## src/sv/cbtb_pkg.sv

```systemverilog
// Shared types and constants for the coalescing branch trace buffer.
package cbtb_pkg;

    localparam int unsigned TRACE_DEPTH_DEF = 32;
    localparam logic [31:0] COUNT_MAX       = 32'hFFFF_FFFF;

    typedef enum logic [1:0] {
        KIND_RECORD = 2'd0,
        KIND_DUMP   = 2'd1,
        KIND_CLEAR  = 2'd2
    } t_kind;

    typedef enum logic [1:0] {
        ST_IDLE,
        ST_REC_RD,
        ST_REC_UPD,
        ST_DUMP
    } t_state;

    typedef struct packed {
        logic [15:0] src_seg;
        logic [15:0] src_off;
        logic [15:0] tgt_seg;
        logic [15:0] tgt_off;
        logic        intr;
    } t_branch;

    typedef struct packed {
        t_branch     br;
        logic [31:0] count;
    } t_entry;

    localparam int unsigned ENTRY_W = $bits(t_entry);

endpackage

```

## src/sv/coalescing_branch_trace_buffer.sv

```systemverilog
// Top level: sequencer, pointers and fill count around the entry RAM and compare unit.
// A record beat, once it is taken, keeps busy high while the newest entry is
// read from the single-port-read RAM, then compared and either bumped in place or a new
// entry written. A dump of n entries keeps busy high while it reads them, one read per
// cycle; each result is shown on the cycle after its read, so the final one appears in
// the first cycle after busy falls. An empty dump gives its single result on the next
// cycle without raising busy. Clear, ignored records and unused kinds never raise busy.
// Results cannot be held off; o_strobe marks each for exactly one cycle. Validity is a
// fill count, so reset and clear are immediate with no sweep of the RAM.
module coalescing_branch_trace_buffer
    import cbtb_pkg::*;
#(
    parameter int unsigned TRACE_DEPTH = TRACE_DEPTH_DEF
) (
    input  logic        i_clk,
    input  logic        i_rst_n,
    input  logic        start,
    output logic        busy,
    input  logic [1:0]  i_kind,
    input  logic [15:0] i_source_segment,
    input  logic [15:0] i_source_offset,
    input  logic [15:0] i_target_segment,
    input  logic [15:0] i_target_offset,
    input  logic        i_by_interrupt,
    input  logic        i_cfg_we,
    input  logic        i_cfg_wdata,
    output logic        o_strobe,
    output logic [15:0] o_out_source_segment,
    output logic [15:0] o_out_source_offset,
    output logic [15:0] o_out_target_segment,
    output logic [15:0] o_out_target_offset,
    output logic        o_out_interrupt,
    output logic [31:0] o_repeat_count,
    output logic        o_entry_valid,
    output logic        o_last
);

    localparam int unsigned AW = $clog2(TRACE_DEPTH);
    localparam int unsigned FW = $clog2(TRACE_DEPTH + 1);
    localparam logic [AW-1:0] IDX_LAST = AW'(TRACE_DEPTH - 1);
    localparam logic [FW-1:0] FILL_FULL = FW'(TRACE_DEPTH);

    t_state        r_state, n_state;
    logic          r_trace_en, n_trace_en;
    logic [AW-1:0] r_ptr, n_ptr;
    logic [FW-1:0] r_fill, n_fill;
    logic [AW-1:0] r_idx, n_idx;
    logic [FW-1:0] r_left, n_left;
    logic          r_pend, n_pend;
    logic          r_pend_valid, n_pend_valid;
    logic          r_pend_last, n_pend_last;
    t_branch       r_br, n_br;

    logic          accept;
    logic [AW-1:0] newest;
    logic [AW-1:0] ptr_inc;
    logic [AW-1:0] idx_inc;
    logic          ram_we;
    logic [AW-1:0] ram_waddr;
    t_entry        ram_wdata;
    logic          ram_re;
    logic [AW-1:0] ram_raddr;
    logic [ENTRY_W-1:0] ram_rdata;
    t_entry        rd_entry;
    t_branch       in_br;
    logic          hit;
    logic [31:0]   count_inc;

    assign accept  = start && !busy;
    assign busy    = (r_state != ST_IDLE);
    assign newest  = (r_ptr == '0) ? IDX_LAST : r_ptr - AW'(1);
    assign ptr_inc = (r_ptr == IDX_LAST) ? '0 : r_ptr + AW'(1);
    assign idx_inc = (r_idx == IDX_LAST) ? '0 : r_idx + AW'(1);
    assign rd_entry = t_entry'(ram_rdata);

    assign in_br.src_seg = i_source_segment;
    assign in_br.src_off = i_source_offset;
    assign in_br.tgt_seg = i_target_segment;
    assign in_br.tgt_off = i_target_offset;
    assign in_br.intr    = i_by_interrupt;

    cbtb_ram #(
        .WIDTH (ENTRY_W),
        .DEPTH (TRACE_DEPTH)
    ) u_ram (
        .i_clk   (i_clk),
        .i_we    (ram_we),
        .i_waddr (ram_waddr),
        .i_wdata (ram_wdata),
        .i_re    (ram_re),
        .i_raddr (ram_raddr),
        .o_rdata (ram_rdata)
    );

    cbtb_match u_match (
        .i_entry       (rd_entry),
        .i_branch      (r_br),
        .i_entry_valid (r_fill != '0),
        .o_hit         (hit),
        .o_count_inc   (count_inc)
    );

    always_ff @(posedge i_clk) begin
        if (!i_rst_n) begin
            r_state      <= ST_IDLE;
            r_trace_en   <= 1'b0;
            r_ptr        <= '0;
            r_fill       <= '0;
            r_idx        <= '0;
            r_left       <= '0;
            r_pend       <= 1'b0;
            r_pend_valid <= 1'b0;
            r_pend_last  <= 1'b0;
        end else begin
            r_state      <= n_state;
            r_trace_en   <= n_trace_en;
            r_ptr        <= n_ptr;
            r_fill       <= n_fill;
            r_idx        <= n_idx;
            r_left       <= n_left;
            r_pend       <= n_pend;
            r_pend_valid <= n_pend_valid;
            r_pend_last  <= n_pend_last;
        end
    end

    always_ff @(posedge i_clk) begin
        r_br <= n_br;
    end

    always_comb begin
        n_state      = r_state;
        n_trace_en   = r_trace_en;
        n_ptr        = r_ptr;
        n_fill       = r_fill;
        n_idx        = r_idx;
        n_left       = r_left;
        n_pend       = 1'b0;
        n_pend_valid = 1'b0;
        n_pend_last  = 1'b0;
        n_br         = r_br;
        ram_we       = 1'b0;
        ram_waddr    = r_ptr;
        ram_wdata    = '0;
        ram_re       = 1'b0;
        ram_raddr    = newest;

        unique case (r_state)
            ST_IDLE: begin
                if (accept) begin
                    unique case (t_kind'(i_kind))
                        KIND_RECORD: begin
                            if (r_trace_en) begin
                                n_br    = in_br;
                                n_state = ST_REC_RD;
                            end
                        end
                        KIND_DUMP: begin
                            if (r_fill == '0) begin
                                n_pend      = 1'b1;
                                n_pend_last = 1'b1;
                            end else begin
                                n_idx   = (r_fill == FILL_FULL) ? r_ptr : '0;
                                n_left  = r_fill;
                                n_state = ST_DUMP;
                            end
                        end
                        KIND_CLEAR: begin
                            n_ptr  = '0;
                            n_fill = '0;
                        end
                        default: begin
                        end
                    endcase
                end
            end
            ST_REC_RD: begin
                ram_re    = 1'b1;
                ram_raddr = newest;
                n_state   = ST_REC_UPD;
            end
            ST_REC_UPD: begin
                ram_we = 1'b1;
                if (hit) begin
                    ram_waddr       = newest;
                    ram_wdata.br    = rd_entry.br;
                    ram_wdata.count = count_inc;
                end else begin
                    ram_waddr       = r_ptr;
                    ram_wdata.br    = r_br;
                    ram_wdata.count = 32'd1;
                    n_ptr           = ptr_inc;
                    n_fill          = (r_fill == FILL_FULL) ? r_fill : r_fill + FW'(1);
                end
                n_state = ST_IDLE;
            end
            ST_DUMP: begin
                ram_re       = 1'b1;
                ram_raddr    = r_idx;
                n_idx        = idx_inc;
                n_left       = r_left - FW'(1);
                n_pend       = 1'b1;
                n_pend_valid = 1'b1;
                n_pend_last  = (r_left == FW'(1));
                if (r_left == FW'(1)) begin
                    n_state = ST_IDLE;
                end
            end
            default: begin
                n_state = ST_IDLE;
            end
        endcase

        if (i_cfg_we) begin
            n_trace_en = i_cfg_wdata;
            if (!i_cfg_wdata) begin
                n_ptr  = '0;
                n_fill = '0;
            end
        end
    end

    // empty dump beat shows zeroed fields
    assign o_strobe             = r_pend;
    assign o_entry_valid        = r_pend_valid;
    assign o_last               = r_pend_last;
    assign o_out_source_segment = r_pend_valid ? rd_entry.br.src_seg : '0;
    assign o_out_source_offset  = r_pend_valid ? rd_entry.br.src_off : '0;
    assign o_out_target_segment = r_pend_valid ? rd_entry.br.tgt_seg : '0;
    assign o_out_target_offset  = r_pend_valid ? rd_entry.br.tgt_off : '0;
    assign o_out_interrupt      = r_pend_valid ? rd_entry.br.intr : 1'b0;
    assign o_repeat_count       = r_pend_valid ? rd_entry.count : '0;

    a_fill_bound: assert property (@(posedge i_clk) disable iff (!i_rst_n)
        r_fill <= FILL_FULL)
        else $error("fill count beyond store depth");

    a_dump_left: assert property (@(posedge i_clk) disable iff (!i_rst_n)
        (r_state == ST_DUMP) |-> (r_left != '0) && (r_left <= r_fill))
        else $error("dump count out of range");

    a_rec_disabled: assert property (@(posedge i_clk) disable iff (!i_rst_n)
        (accept && (i_kind == KIND_RECORD) && !r_trace_en) |=> !busy && !o_strobe)
        else $error("record taken while tracing disabled");

    a_empty_last: assert property (@(posedge i_clk) disable iff (!i_rst_n)
        (o_strobe && !o_entry_valid) |-> o_last && ($past(r_fill) == '0))
        else $error("empty dump beat from non-empty store");

endmodule

```

## src/sv/cbtb_ram.sv

```systemverilog
// Generic single-write, single-read RAM with registered read data.
module cbtb_ram #(
    parameter int unsigned WIDTH = 8,
    parameter int unsigned DEPTH = 32
) (
    input  logic                     i_clk,
    input  logic                     i_we,
    input  logic [$clog2(DEPTH)-1:0] i_waddr,
    input  logic [WIDTH-1:0]         i_wdata,
    input  logic                     i_re,
    input  logic [$clog2(DEPTH)-1:0] i_raddr,
    output logic [WIDTH-1:0]         o_rdata
);

    logic [WIDTH-1:0] r_mem [DEPTH];
    logic [WIDTH-1:0] r_rdata;

    always_ff @(posedge i_clk) begin
        if (i_we) begin
            r_mem[i_waddr] <= i_wdata;
        end
        if (i_re) begin
            r_rdata <= r_mem[i_raddr];
        end
    end

    assign o_rdata = r_rdata;

endmodule

```

## src/sv/cbtb_match.sv

```systemverilog
// Shared compare and count increment unit for coalescing a branch into the newest entry.
module cbtb_match
    import cbtb_pkg::*;
(
    input  t_entry      i_entry,
    input  t_branch     i_branch,
    input  logic        i_entry_valid,
    output logic        o_hit,
    output logic [31:0] o_count_inc
);

    assign o_hit       = i_entry_valid && (i_entry.br == i_branch) && (i_entry.count != COUNT_MAX);
    assign o_count_inc = i_entry.count + 32'd1;

endmodule
```

## config.mk

```make
export PLATFORM = sky130hd
export DESIGN_NAME = coalescing_branch_trace_buffer
export DESIGN_NICKNAME = d
export VERILOG_FILES = /design/src/sv/cbtb_pkg.sv /design/src/sv/coalescing_branch_trace_buffer.sv /design/src/sv/cbtb_ram.sv /design/src/sv/cbtb_match.sv
export SDC_FILE = /design/constraint.sdc
export NUM_CORES = 2
export LEC_CHECK = 0
export BUFFER_PORTS_ARGS = -buffer_cell sky130_fd_sc_hd__buf_2
export CAP_MARGIN = 0
export CORE_AREA = 2 2 425 512
export CTS_BUF_LIST = sky130_fd_sc_hd__clkbuf_4
export CTS_CLUSTER_DIAMETER = 60
export CTS_CLUSTER_SIZE = 25
export DETAILED_ROUTE_END_ITERATION = 8
export DIE_AREA = 0 0 427 514
export PLACE_DENSITY = 0.87
export SLEW_MARGIN = 10
export SYNTH_ARGS = -nofsm -noshare
export SYNTH_HDL_FRONTEND = slang
export SYNTH_HIERARCHICAL = 1
export SYNTH_SLANG_ARGS = --single-unit
```

## constraint.sdc

```tcl
create_clock -name i_clk -period 17.2 [get_ports i_clk]
set_input_delay 0.86 -clock i_clk [delete_from_list [all_inputs] [get_ports i_clk]]
set_output_delay 0.86 -clock i_clk [all_outputs]
set_load 0.02 [all_outputs]
```

==> flow_metrics.tcl <==
set metrics [dict create \
    tritoncts.num_buffers 154 \
    fin_crit_ps 8470 \
    timing.hold.worst_endpoint "r_br[58]$_DFFE_PP_" \
    cts.root.buffer_cell "sky130_fd_sc_hd__clkbuf_4" \
    fin_crit_sh_pct 49.2 \
    clock_skew_ps 117 \
    rows 187 \
    clock_latency_ps 1420 \
    reg2reg_depth 15 \
    outcome "finished, final reports clean" \
    critical-path-max-stage-delay_ps 1210 \
    detail_route.iter0.violations 11900 \
    yosys.cell_types.count 75 \
    core_region_area_sq_um 215000 \
    fraction_of_layout_instances_using_a_drive_strength_above_1_pct 15.6 \
    track_usage_pct 31.7 \
    reg2reg_setup_slack_ps 8730 \
    max_freq_mhz 118 \
    setup_violations 0 \
    power.ir.vdd_worst_uv 70.7 \
    timing_worst_slew_pin_value_ps 1430 \
    clock_tree_buffer_depth 3 \
    postCtsResizedCells 0 \
    area_of_the_die_sq_um 219000 \
    synth_cells 6476 \
    r2r-start "r_fill[0]$_SDFF_PN0_" \
    wire_length_per_cell_after_detailed_routing_microns 36.5 \
    detailroute.via_count 69300 \
    grt_residual_overflow 0 \
    vias_in_the_first_global_route 68000 \
    hold_path_depth 2 \
    cts.reportedPaths.clkPinSlew_ps 240 \
    cp-start-kind "register" \
    worstHoldStart "i_source_segment[9]" \
    worst_reg2reg_path_endpoint "u_ram/r_mem[14][69]$_DFFE_PP_" \
    last_weighted_congestion_value_of_the_routability_driven_placer 0.958 \
    cap_violations 0 \
    placement.io_buffers 172 \
    io_pins 173 \
    syn2layout_area_growth_pct 5.42 \
    clkSinkCount 3294 \
    setup_tns_ps 0 \
    postCtsSetupBuffers 0 \
    drt.antenna.violating_nets 0 \
    post_cts_hold_buffer_count 75 \
    rsz0062_at_grt "false" \
    number_of_max_slew_violations_in_the_final_report 0 \
    worst_hold_path_type "primary input to register" \
    synthesis.nets 6563 \
    initial_core_util_pct 59.7 \
    grt_first_pass_wirelength_mm 488 \
    die_outline_width_microns 427 \
    finalHoldViolCount 0 \
    power.density_cell_area_nw_per_um2 98.6 \
    detail_route.wirelength_mm 351 \
    critical_path_required_ps 18160 \
    hpwl_mm 206 \
    multi_input_comb_area_sq_um 28000 \
    synth_async_sr_flop_share_pct 0 \
    cts_tree "yes" \
    ff_latch_area_sq_um 98600 \
    worst_slew_margin_rel_pct 4.56 \
    number_of_flip_flops_and_latches_in_the_synthesized_netlist 3294 \
    fin_nets 6796 \
    antenna_violations_before_repair 46 \
    grt_max_degree 136 \
    synth-edff-count 3266 \
    critical_path_class "register to register" \
    p_leak_nw 47.1 \
    worst_setup_path_end_kind "register" \
    detailedRoute.firstPassIterationCount 8 \
    path_cells "inv_1, ha_1, nor4b_4, nand2_1, nand3_1, nor4_1, nand4_1, a2111oi_2, buf_4, and2_1, mux2_2, nand3b_1, nor2_4, buf_4, buf_4" \
    critical_path.slowest_cell "sky130_fd_sc_hd__nor2_4" \
    post_drt_via_cell_ratio 7.21 \
    drcViolationCount 0 \
    worst-path-max-fanout 40 \
    number_of_h_tree_levels 4 \
    synth.avg_cell_area_sq_um 19.8 \
    fill_cells 13600 \
    synth_flop_cell "sky130_fd_sc_hd__edfxtp_1" \
    post_synth_instance_area_sq_um 128000 \
    yosys_warnings 6 \
    ys_seq_area_share_pct 77.0 \
    arrival_ps 9430 \
    post-layout-total-power_mw 13.3 \
    cpMostUsedCell "sky130_fd_sc_hd__buf_4" \
    die_height_microns 514 \
]
## flip-flops by register name, summed over array words and instances (netlist names)
name / flops
o_entry_valid: 1
r_br: 65
r_state: 2
o_strobe: 1
r_left: 6
u_ram/r_mem: 3104
r_ptr: 5
u_ram/o_rdata: 97
r_idx: 5
r_trace_en: 1
r_fill: 6
o_last: 1
## report_power, final
group	switching [mW]	internal [mW]
Sequential	0.0827	9.00
Clock	2.14	0.516
Combinational	1.09	0.489
## worst max path at each step
| stage | startpoint | to | slack, ps | cells after the start |
|---|---|---|---|---|
| global placement | r_fill[0]$_SDFF_PN0_ | u_ram/r_mem[14][89]$_DFFE_PP_ | 9690 | 15 |
| CTS | r_fill[0]$_SDFF_PN0_ | u_ram/r_mem[14][69]$_DFFE_PP_ | 9410 | 15 |
| global route | r_fill[0]$_SDFF_PN0_ | u_ram/r_mem[14][69]$_DFFE_PP_ | 8690 | 16 |
| finish | r_fill[0]$_SDFF_PN0_ | u_ram/r_mem[14][69]$_DFFE_PP_ | 8730 | 15 |
| detailed placement | r_fill[0]$_SDFF_PN0_ | u_ram/r_mem[14][50]$_DFFE_PP_ | 9480 | 15 |
| floorplan | r_fill[0]$_SDFF_PN0_ | u_ram/r_mem[28][0]$_DFFE_PP_ | 9440 | 15 |
## placed cells by master, fill, tap and decap left out, types with 10 or more instances in the layout
master / Yosys / final
sky130_fd_sc_hd__edfxtp_1: 3266 / 3266
sky130_fd_sc_hd__mux2i_1: 842 / 842
sky130_fd_sc_hd__a22oi_1: 518 / 518
sky130_fd_sc_hd__mux4_2: 389 / 389
sky130_fd_sc_hd__nand3_1: 209 / 209
sky130_fd_sc_hd__buf_4: 35 / 191
sky130_fd_sc_hd__buf_2: 131 / 172
sky130_fd_sc_hd__clkbuf_4: 0 / 168
sky130_fd_sc_hd__and2_1: 110 / 107
sky130_fd_sc_hd__nor2b_1: 90 / 75
sky130_fd_sc_hd__dlygate4sd3_1: 0 / 75
sky130_fd_sc_hd__xnor2_1: 67 / 67
sky130_fd_sc_hd__nand4_1: 64 / 64
sky130_fd_sc_hd__a31oi_1: 63 / 63
sky130_fd_sc_hd__nand2_1: 62 / 62
sky130_fd_sc_hd__a22o_1: 53 / 53
sky130_fd_sc_hd__inv_1: 39 / 39
sky130_fd_sc_hd__nor2_4: 0 / 37
sky130_fd_sc_hd__and3_1: 42 / 32
sky130_fd_sc_hd__a21oi_1: 28 / 28
sky130_fd_sc_hd__dfxtp_1: 28 / 27
sky130_fd_sc_hd__diode_2: 0 / 26
sky130_fd_sc_hd__nor2_1: 63 / 25
sky130_fd_sc_hd__ha_1: 15 / 14
sky130_fd_sc_hd__nor3_1: 14 / 13
sky130_fd_sc_hd__xor2_1: 13 / 13
sky130_fd_sc_hd__o21ai_0: 14 / 12
sky130_fd_sc_hd__nand2b_1: 11 / 11
sky130_fd_sc_hd__o22ai_1: 10 / 10
## critical path: cells and delay by family (launching register included)
family | cells | cell delay (ps)
DFF | 1 | 490
buffers and inverters | 4 | 2310
and+or+nand+nor | 8 | 3510
adders and majority gates | 1 | 230
AOI/OAI and AO/OA | 1 | 1030
muxes | 1 | 390
## synthesized netlist by cell type (all sizes together) (6+ instances only)
cell	instances	area share, %
nor2b	90	0.44
xor2	13	0.089
a22o	53	0.36
inv	39	0.11
nand2	63	0.19
a22oi	518	3.0
mux4	389	6.8
clkbuf	160	0.47
o21ai	15	0.059
o22ai	10	0.049
nand2b	11	0.054
buf	207	0.97
dfxtp	28	0.44
ha	15	0.15
a21oi	28	0.11
nor4	8	0.051
edfxtp	3266	77
a31oi	63	0.31
nor2	69	0.21
nand3b	6	0.035
mux2i	842	6.6
nor3	16	0.070
and2	112	0.55
nand4	67	0.36
and3	42	0.21
nand3	209	0.82
xnor2	67	0.46
## cell families after synthesis
| kind of cell | share of synthesized area, % |
|---|---|
| buffers and inverters | 1.56 |
| adder cells (fa/ha/maj) | 0.146 |
| AND/OR/NAND/NOR | 3.14 |
| multiplexers | 13.5 |
| XOR/XNOR | 0.547 |
| flip-flops | 77.0 |
| AO/OA/AOI/OAI | 4.20 |
## layer usage
layer | share of wire [%] | vias to the layer above | track usage [%]
met4 | 9.0 | 36 | 23.4
met5 | 0.059 | - | 0.0222
met2 | 47 | 6413 | 49.7
met3 | 13 | 1319 | 7.82
met1 | 31 | 34600 | 38.3
li1 | - | 26900 | -
## cell type report
type | instances | area share (%)
sequential | 3294 | 73.0
multi-input combinational | 2775 | 20.7
tap | 2835 | 2.63
timing repair buffer | 444 | 2.34
clock buffer | 168 | 0.933
clock inverter | 28 | 0.202
inverter | 40 | 0.111
antenna | 26 | 0.0482
## metrics by stage
| stage | hold WS (ps) | setup WS (ps) | area (sq um) | utilization [%] | cells |
|---|---|---|---|---|---|
| 2_1_floorplan | 439 | 9440 | 128000 | - | 6476 |
| 5_1_grt | 101 | 8690 | 135000 | 62.9 | 9596 |
| 3_5_place_dp | 464 | 9480 | 133000 | 61.8 | 9312 |
| 6_report | 163 | 8730 | 135000 | 62.9 | 9610 |
| 4_1_cts | 70.2 | 9410 | 135000 | 62.9 | 9583 |
| 3_3_place_gp | 450 | 9690 | 133000 | 61.8 | 9312 |
Note: power is estimated with default switching activity, not from simulation.
